**src/sv/tjpi_pkg.sv**
```systemverilog
`timescale 1ns / 1ps
// tjpi_pkg: shared widths, reset values, limits and sequencer states for the
// three-joint pi position controller and its port checker; no dependencies
package tjpi_pkg;

    localparam int JOINTS_DEF  = 3;
    localparam int POS_W       = 32;   // signed q16.16 position
    localparam int ERR_W       = 33;   // exact position difference
    localparam int GAIN_W      = 16;   // unsigned q8.8 gains, q0.16 period
    localparam int MUL_B_W     = 17;   // gain with a zero sign bit
    localparam int PROD_W      = 50;   // ERR_W + MUL_B_W
    localparam int INTEG_W     = 21;   // integrator, within +-10.0
    localparam int SPEED_W     = 24;   // speed setpoint, within +-110.0
    localparam int CFG_DATA_W  = 16;   // widest register

    localparam logic [GAIN_W-1:0] KP_RESET     = 16'd256;
    localparam logic [GAIN_W-1:0] KI_RESET     = 16'd0;
    localparam logic [GAIN_W-1:0] PERIOD_RESET = 16'd655;
    localparam logic [7:0]        REVERSE_RESET = 8'd4;

    localparam int INTEG_LIMIT = 655360;
    localparam int SPEED_LIMIT = 7208960;

    // per-joint step sequence
    typedef enum logic [5:0] {
        ST_IDLE   = 6'b000001,
        ST_ERR    = 6'b000010,
        ST_MUL_P  = 6'b000100,
        ST_INTEG  = 6'b001000,
        ST_MUL_KI = 6'b010000,
        ST_SUM    = 6'b100000
    } state_t;

endpackage

```
**src/sv/three_joint_pi_position_controller.sv**
```systemverilog
`timescale 1ns / 1ps
// three_joint_pi_position_controller: pi position loop for JOINTS joints with
// integrator clamp, output clamp and per-joint direction reversal
// depends on tjpi_pkg
//
// One input transfer carries a target and a measured position per joint
// (signed q16.16 degrees); one output transfer returns a speed setpoint per
// joint (signed q8.16, within +-110.0). For every joint the error
// target - measured is taken at full 33-bit precision, error * sample_period
// (floored to q16.16) is added to that joint's integrator, which saturates at
// +-10.0, and the setpoint kp*error + ki*integrator (floored to q16.16) is
// saturated at +-110.0 and negated where the joint's reverse_mask bit is set.
// A single 33x17 signed multiplier is shared by all products under a small
// sequencer: each joint steps through error, period product, integrator
// update with kp product, ki product, and sum and clamp. The input side is
// not ready while an item is at work or while its result waits for transfer.
// The user must write registers through the plain write port only while the
// block is idle; the block itself does not enforce this. The integrators
// reset to zero.
module three_joint_pi_position_controller
    import tjpi_pkg::*;
#(
    parameter int JOINTS = JOINTS_DEF,
    localparam int CFG_IDX_W = $clog2(2 * JOINTS + 2),
    localparam int JNT_W     = (JOINTS > 1) ? $clog2(JOINTS) : 1
) (
    input  logic                            aclk,
    input  logic                            aresetn,

    // input stream
    input  logic                            s_tvalid,
    output logic                            s_tready,
    // fields from bit 0 up: target_joint1..JOINTS, measured_joint1..JOINTS
    input  logic [2*JOINTS*POS_W-1:0]       s_tdata,

    // result stream
    output logic                            m_tvalid,
    input  logic                            m_tready,
    // fields from bit 0 up: speed_joint1..JOINTS
    output logic [JOINTS*SPEED_W-1:0]       m_tdata,

    // register write port
    input  logic                            cfg_we,
    input  logic [CFG_IDX_W-1:0]            cfg_addr,
    input  logic [CFG_DATA_W-1:0]           cfg_wdata
);

    localparam logic [JOINTS-1:0] REV_RST  = REVERSE_RESET[JOINTS-1:0];
    localparam logic [JNT_W-1:0]  JNT_LAST = JNT_W'(JOINTS - 1);

    // configuration registers
    logic [GAIN_W-1:0]  kp_reg [JOINTS];
    logic [GAIN_W-1:0]  ki_reg [JOINTS];
    logic [GAIN_W-1:0]  period_reg;
    logic [JOINTS-1:0]  reverse_reg;

    // sequencer and datapath
    state_t                    state_reg, state_next;
    logic [JNT_W-1:0]          jnt_reg, jnt_next;
    logic                      m_tvalid_reg, m_tvalid_next;

    logic signed [POS_W-1:0]   tgt_reg  [JOINTS];
    logic signed [POS_W-1:0]   meas_reg [JOINTS];
    logic signed [INTEG_W-1:0] integ_reg [JOINTS];
    logic signed [SPEED_W-1:0] spd_reg  [JOINTS];

    logic signed [ERR_W-1:0]   err_reg, err_next;
    logic signed [PROD_W-1:0]  prod_reg, prod_next;
    logic signed [PROD_W-1:0]  acc_reg;

    logic signed [ERR_W-1:0]   mul_a;
    logic signed [MUL_B_W-1:0] mul_b;

    logic signed [ERR_W+1:0]   integ_sum;    // integrator plus increment
    logic signed [INTEG_W-1:0] integ_sat;
    logic signed [PROD_W:0]    acc_sum;      // kp and ki products, q.24
    logic signed [PROD_W-8:0]  acc_shr;      // floored to q27.16
    logic signed [SPEED_W-1:0] spd_sat;
    logic signed [SPEED_W-1:0] spd_out;

    logic s_xfer;
    logic m_xfer;

    assign s_tready = (state_reg == ST_IDLE) && !m_tvalid_reg;
    assign s_xfer   = s_tvalid && s_tready;
    assign m_xfer   = m_tvalid_reg && m_tready;
    assign m_tvalid = m_tvalid_reg;

    always_comb begin
        for (int j = 0; j < JOINTS; j++) begin
            m_tdata[j*SPEED_W +: SPEED_W] = spd_reg[j];
        end
    end

    // register writes, out-of-range indexes fall through
    always_ff @(posedge aclk) begin
        if (!aresetn) begin
            for (int j = 0; j < JOINTS; j++) begin
                kp_reg[j] <= KP_RESET;
                ki_reg[j] <= KI_RESET;
            end
            period_reg  <= PERIOD_RESET;
            reverse_reg <= REV_RST;
        end else if (cfg_we) begin
            if (int'(cfg_addr) < JOINTS) begin
                kp_reg[JNT_W'(int'(cfg_addr))] <= cfg_wdata;
            end else if (int'(cfg_addr) < 2 * JOINTS) begin
                ki_reg[JNT_W'(int'(cfg_addr) - JOINTS)] <= cfg_wdata;
            end else if (int'(cfg_addr) == 2 * JOINTS) begin
                period_reg <= cfg_wdata;
            end else if (int'(cfg_addr) == 2 * JOINTS + 1) begin
                reverse_reg <= cfg_wdata[JOINTS-1:0];
            end
        end
    end

    // shared multiplier operand select
    always_comb begin
        mul_a = err_reg;
        mul_b = {1'b0, period_reg};
        unique case (state_reg)
            ST_INTEG:  mul_b = {1'b0, kp_reg[jnt_reg]};
            ST_MUL_KI: begin
                mul_a = ERR_W'(integ_reg[jnt_reg]);
                mul_b = {1'b0, ki_reg[jnt_reg]};
            end
            default:   mul_b = {1'b0, period_reg};
        endcase
    end

    // integrator update: floor(error*period / 2^16), then clamp
    always_comb begin
        integ_sum = (ERR_W+2)'(integ_reg[jnt_reg])
                  + (ERR_W+2)'($signed(prod_reg[PROD_W-1:16]));
        if (integ_sum > (ERR_W+2)'(INTEG_LIMIT)) begin
            integ_sat = INTEG_W'(INTEG_LIMIT);
        end else if (integ_sum < (ERR_W+2)'(-INTEG_LIMIT)) begin
            integ_sat = INTEG_W'(-INTEG_LIMIT);
        end else begin
            integ_sat = integ_sum[INTEG_W-1:0];
        end
    end

    // setpoint: sum, floor to q16.16, clamp, optional reversal
    always_comb begin
        acc_sum = (PROD_W+1)'(acc_reg) + (PROD_W+1)'(prod_reg);
        acc_shr = acc_sum[PROD_W:8];
        if (acc_shr > (PROD_W-7)'(SPEED_LIMIT)) begin
            spd_sat = SPEED_W'(SPEED_LIMIT);
        end else if (acc_shr < (PROD_W-7)'(-SPEED_LIMIT)) begin
            spd_sat = SPEED_W'(-SPEED_LIMIT);
        end else begin
            spd_sat = acc_shr[SPEED_W-1:0];
        end
        spd_out = reverse_reg[jnt_reg] ? -spd_sat : spd_sat;
    end

    // sequencer next state
    always_comb begin
        state_next    = state_reg;
        jnt_next      = jnt_reg;
        m_tvalid_next = m_tvalid_reg;
        err_next      = err_reg;
        prod_next     = prod_reg;
        if (m_xfer) begin
            m_tvalid_next = 1'b0;
        end
        unique case (state_reg)
            ST_IDLE: begin
                if (s_xfer) begin
                    state_next = ST_ERR;
                    jnt_next   = '0;
                end
            end
            ST_ERR: begin
                err_next   = ERR_W'(tgt_reg[jnt_reg]) - ERR_W'(meas_reg[jnt_reg]);
                state_next = ST_MUL_P;
            end
            ST_MUL_P: begin
                prod_next  = mul_a * mul_b;         // error * period
                state_next = ST_INTEG;
            end
            ST_INTEG: begin
                prod_next  = mul_a * mul_b;         // error * kp
                state_next = ST_MUL_KI;
            end
            ST_MUL_KI: begin
                prod_next  = mul_a * mul_b;         // integrator * ki
                state_next = ST_SUM;
            end
            ST_SUM: begin
                if (jnt_reg == JNT_LAST) begin
                    state_next    = ST_IDLE;
                    m_tvalid_next = 1'b1;
                end else begin
                    state_next = ST_ERR;
                    jnt_next   = jnt_reg + 1'b1;
                end
            end
            default: state_next = ST_IDLE;
        endcase
    end

    // control state
    always_ff @(posedge aclk) begin
        if (!aresetn) begin
            state_reg    <= ST_IDLE;
            jnt_reg      <= '0;
            m_tvalid_reg <= 1'b0;
        end else begin
            state_reg    <= state_next;
            jnt_reg      <= jnt_next;
            m_tvalid_reg <= m_tvalid_next;
        end
    end

    // integrators start from zero
    always_ff @(posedge aclk) begin
        if (!aresetn) begin
            for (int j = 0; j < JOINTS; j++) begin
                integ_reg[j] <= '0;
            end
        end else if (state_reg == ST_INTEG) begin
            integ_reg[jnt_reg] <= integ_sat;
        end
    end

    // payload registers
    always_ff @(posedge aclk) begin
        err_reg  <= err_next;
        prod_reg <= prod_next;
        if (state_reg == ST_MUL_KI) begin
            acc_reg <= prod_reg;                    // keep kp product
        end
        if (s_xfer) begin
            for (int j = 0; j < JOINTS; j++) begin
                tgt_reg[j]  <= s_tdata[j*POS_W +: POS_W];
                meas_reg[j] <= s_tdata[(JOINTS+j)*POS_W +: POS_W];
            end
        end
        if (state_reg == ST_SUM) begin
            spd_reg[jnt_reg] <= spd_out;
        end
    end

endmodule

```
**config.mk**
```make
export PLATFORM = sky130hd
export DESIGN_NAME = three_joint_pi_position_controller
export DESIGN_NICKNAME = d
export VERILOG_FILES = /design/src/sv/tjpi_pkg.sv /design/src/sv/three_joint_pi_position_controller.sv
export SDC_FILE = /design/constraint.sdc
export NUM_CORES = 2
export LEC_CHECK = 0
export ABC_AREA = 1
export BUFFER_PORTS_ARGS = -buffer_cell sky130_fd_sc_hd__buf_4
export CORE_MARGIN = 1.5
export CORE_UTILIZATION = 55
export CTS_BUF_LIST = sky130_fd_sc_hd__clkbuf_4
export CTS_CLUSTER_SIZE = 20
export DETAILED_ROUTE_END_ITERATION = 6
export PLACE_DENSITY = 0.73
export SYNTH_ARGS = -nofsm -noshare
export SYNTH_HDL_FRONTEND = slang
export SYNTH_SLANG_ARGS = --single-unit
```
**constraint.sdc**
```tcl
create_clock -name aclk -period 19.5 [get_ports aclk]
set_input_delay 1.95 -clock aclk [delete_from_list [all_inputs] [get_ports aclk]]
set_output_delay 1.95 -clock aclk [all_outputs]
set_load 0.03 [all_outputs]
```
==> reports/metrics.cfg <==
[cts]
cts_buffer_depth = 3
post_cts_buffers = 0
postCtsResizedCells = 0
cts_root_buf = clkbuf_4
clkTransAtPathRegs_ps = 70
numCtsBuffers = 167
ctsHoldBuffers = 0
h-tree-depth = 4
cts_tree = done
clock_sinks = 639
insertion_delay_ps = 1150

[sta]
fin_worst_skew_ps = 103
slew_headroom = 0.219
fmax_mhz = 105
post-route-period-util = 0.490
rsz0062_at_grt = no
hold_viol = 0
min_period_ps = 9560
max_slew.worst_pin.slew_ps = 1170
setup_tns_ps = 0
finalSetupViolCount = 0
slew_viol_final = 0

[global_routing]
grt_overflow = 0
grt_use_total = 0.305
grt_max_degree = 75
grt_pass1_vias = 41900
grt_pass1_wl_um = 224000
antenna_found_initial = 3

[floorplan]
dieWidth_um = 310
io_pins = 290
die_area_um2 = 96200
coreArea_um2 = 93300
die_height_um = 310
placementRows = 112
start_util = 0.556

[synthesis]
yosys.area.top_type = edfxtp_1
syn_inst = 5917
syn_area_per_cell_um2 = 8.77
ys_ff_latch = 639
yosysSeqAreaShare = 0.364
ys_types = 73
synthArstFlopShare = 0
synth-main-ff-cell = edfxtp_1
synth_top_area_frac = 0.353
synth_edf_count = 609
synth-warning-count = 0
netlist_area_um2 = 51900
yosys-top-cells-area = edfxtp_1 35%, fa_1 19%, nand2_1 10%, inv_1 8.7%, ha_1 5.8%

[setup_path]
crit_fanout = 33
cp-start-kind = register
end_kind = register
crit_family = adder cells
max_stage_delay_ps = 570
path_buf_inv = 10
arrival_ps = 10450
crit_required_ps = 20390
crit_path_top_delay_cell = fa_1
critPathKind = reg -> reg

[place]
hpwl_um = 110000
place_congestion = 0.945
io_buffers = 289

[final_layout]
layout.nets = 7235
nFillCells = 8101
final_util = 0.617
drive_gt1_frac = 0.113
syn_to_final_growth_pct = 11.0

[detailed_routing]
vias = 41100
drtIter0Drc = 3138
ant_nets = 0
firstDrtPassIters = 6
drt-total-wl_um = 144000
avgViaCountPerCell = 5.36
drc = 0
wl_per_cell_um = 18.8

[job]
max_cap_viol_count = 0

[outcome]
status = finished clean

[worst_hold_path]
hold_path.class = reg -> reg

==> logic make-up after synthesis <==
group                      Yosys count  synth area share
and+or+nand+nor                   2340             0.184
buffers and inverters             1406             0.103
adders and majority gates          744             0.253
AOI/OAI and AO/OA                  660            0.0747
DFF                                639             0.364
xor gates and xnor gates           127            0.0216
other                                1         0.0000723
==> per-stage QoR <==
| step | cells | cell area [µm²] | worst slack [ps] | hold WS, ps |
|---|---|---|---|---|
| floorplan | 5948 | 52000 | 2620 | 433 |
| global placement | 7360 | 55400 | 10200 | 460 |
| detailed placement | 7360 | 55400 | 10050 | 471 |
| CTS | 7648 | 57600 | 10070 | 484 |
| global route | 7653 | 57600 | 9440 | 509 |
| finish | 7654 | 57600 | 9940 | 484 |
==> layout by cell type (no fill, tap or decap), types with 34 or more instances in the layout <==
| cell type | count |
|---|---|
| nand2_1 | 1449 |
| nand3_1 | 166 |
| xnor2_1 | 56 |
| a21oi_1 | 276 |
| nor2_1 | 544 |
| fa_1 | 505 |
| clkbuf_4 | 232 |
| clkinv_1 | 34 |
| edfxtp_1 | 609 |
| inv_1 | 1205 |
| ha_1 | 239 |
| o21ai_0 | 172 |
| o22ai_1 | 35 |
| xor2_1 | 70 |
| buf_4 | 343 |
| nand4_1 | 47 |
==> worst reg2reg max path, delay by kind of cell, from the launching register on <==
family                     cells  cell delay [ps]
buffers and inverters         10             1860
adders and majority gates      7             3460
xor gates and xnor gates       1              160
DFF                            1              360
AOI/OAI and AO/OA              9             2470
and+or+nand+nor                7             1040
==> cell type report <==
type | instances | area (µm²) | area share
Tap cell | 1254 | 1570 | 0.0272
Multi-Input combinational cell | 3903 | 27800 | 0.483
Clock buffer | 232 | 1740 | 0.0302
Antenna cell | 6 | 15.0 | 0.000261
Sequential cell | 639 | 18900 | 0.328
Clock inverter | 56 | 410 | 0.00713
Timing Repair Buffer | 343 | 2570 | 0.0447
Inverter | 1221 | 4590 | 0.0797
==> synthesized netlist by cell type (5+ instances only) <==
| cell | number |
|---|---|
| nand3_1 | 166 |
| o21ai_2 | 7 |
| edfxtp_1 | 609 |
| nor2_2 | 28 |
| nor3_1 | 19 |
| inv_1 | 1205 |
| o22ai_1 | 35 |
| nor2_4 | 6 |
| nand2_4 | 5 |
| nand3b_1 | 10 |
| dfxtp_1 | 30 |
| clkbuf_1 | 168 |
| o21ai_1 | 14 |
| a221o_1 | 15 |
| o21bai_1 | 15 |
| a21oi_1 | 276 |
| a21o_1 | 7 |
| xnor2_1 | 56 |
| nand4_1 | 47 |
| clkinv_1 | 6 |
| ha_1 | 239 |
| o211ai_1 | 27 |
| a21boi_0 | 10 |
| o21ai_0 | 172 |
| fa_1 | 505 |
| buf_1 | 6 |
| inv_2 | 10 |
| nand2_2 | 25 |
| nor2_1 | 548 |
| o21a_1 | 14 |
| a211oi_1 | 5 |
| nor4_1 | 9 |
| a31oi_1 | 23 |
| a221oi_1 | 6 |
| xor2_1 | 70 |
| nand3_2 | 6 |
| nand2_1 | 1450 |
| or2_2 | 6 |
==> metal layers <==
layer  global-route usage  vias up  routed length, µm
li1                     -    19300                  -
met1                0.380    19600              56900
met2                0.520     1833              70300
met3               0.0632      314              11800
met4                0.122        2               5000
met5                    0        -                 13
==> final timing paths <==
kind | start | endpoint | slack [ps] | cells after the start
max | state_reg[5] | prod_reg[49] | 9940 | 34
min | prod_reg[6] | acc_reg[6] | 480 | 0
max reg2reg | state_reg[5] | prod_reg[49] | 9940 | 34
min reg2reg | prod_reg[6] | acc_reg[6] | 480 | 0
Power is not shown: default switching activity piles up to over one toggle a cycle in this logic, so the estimate is an artifact.
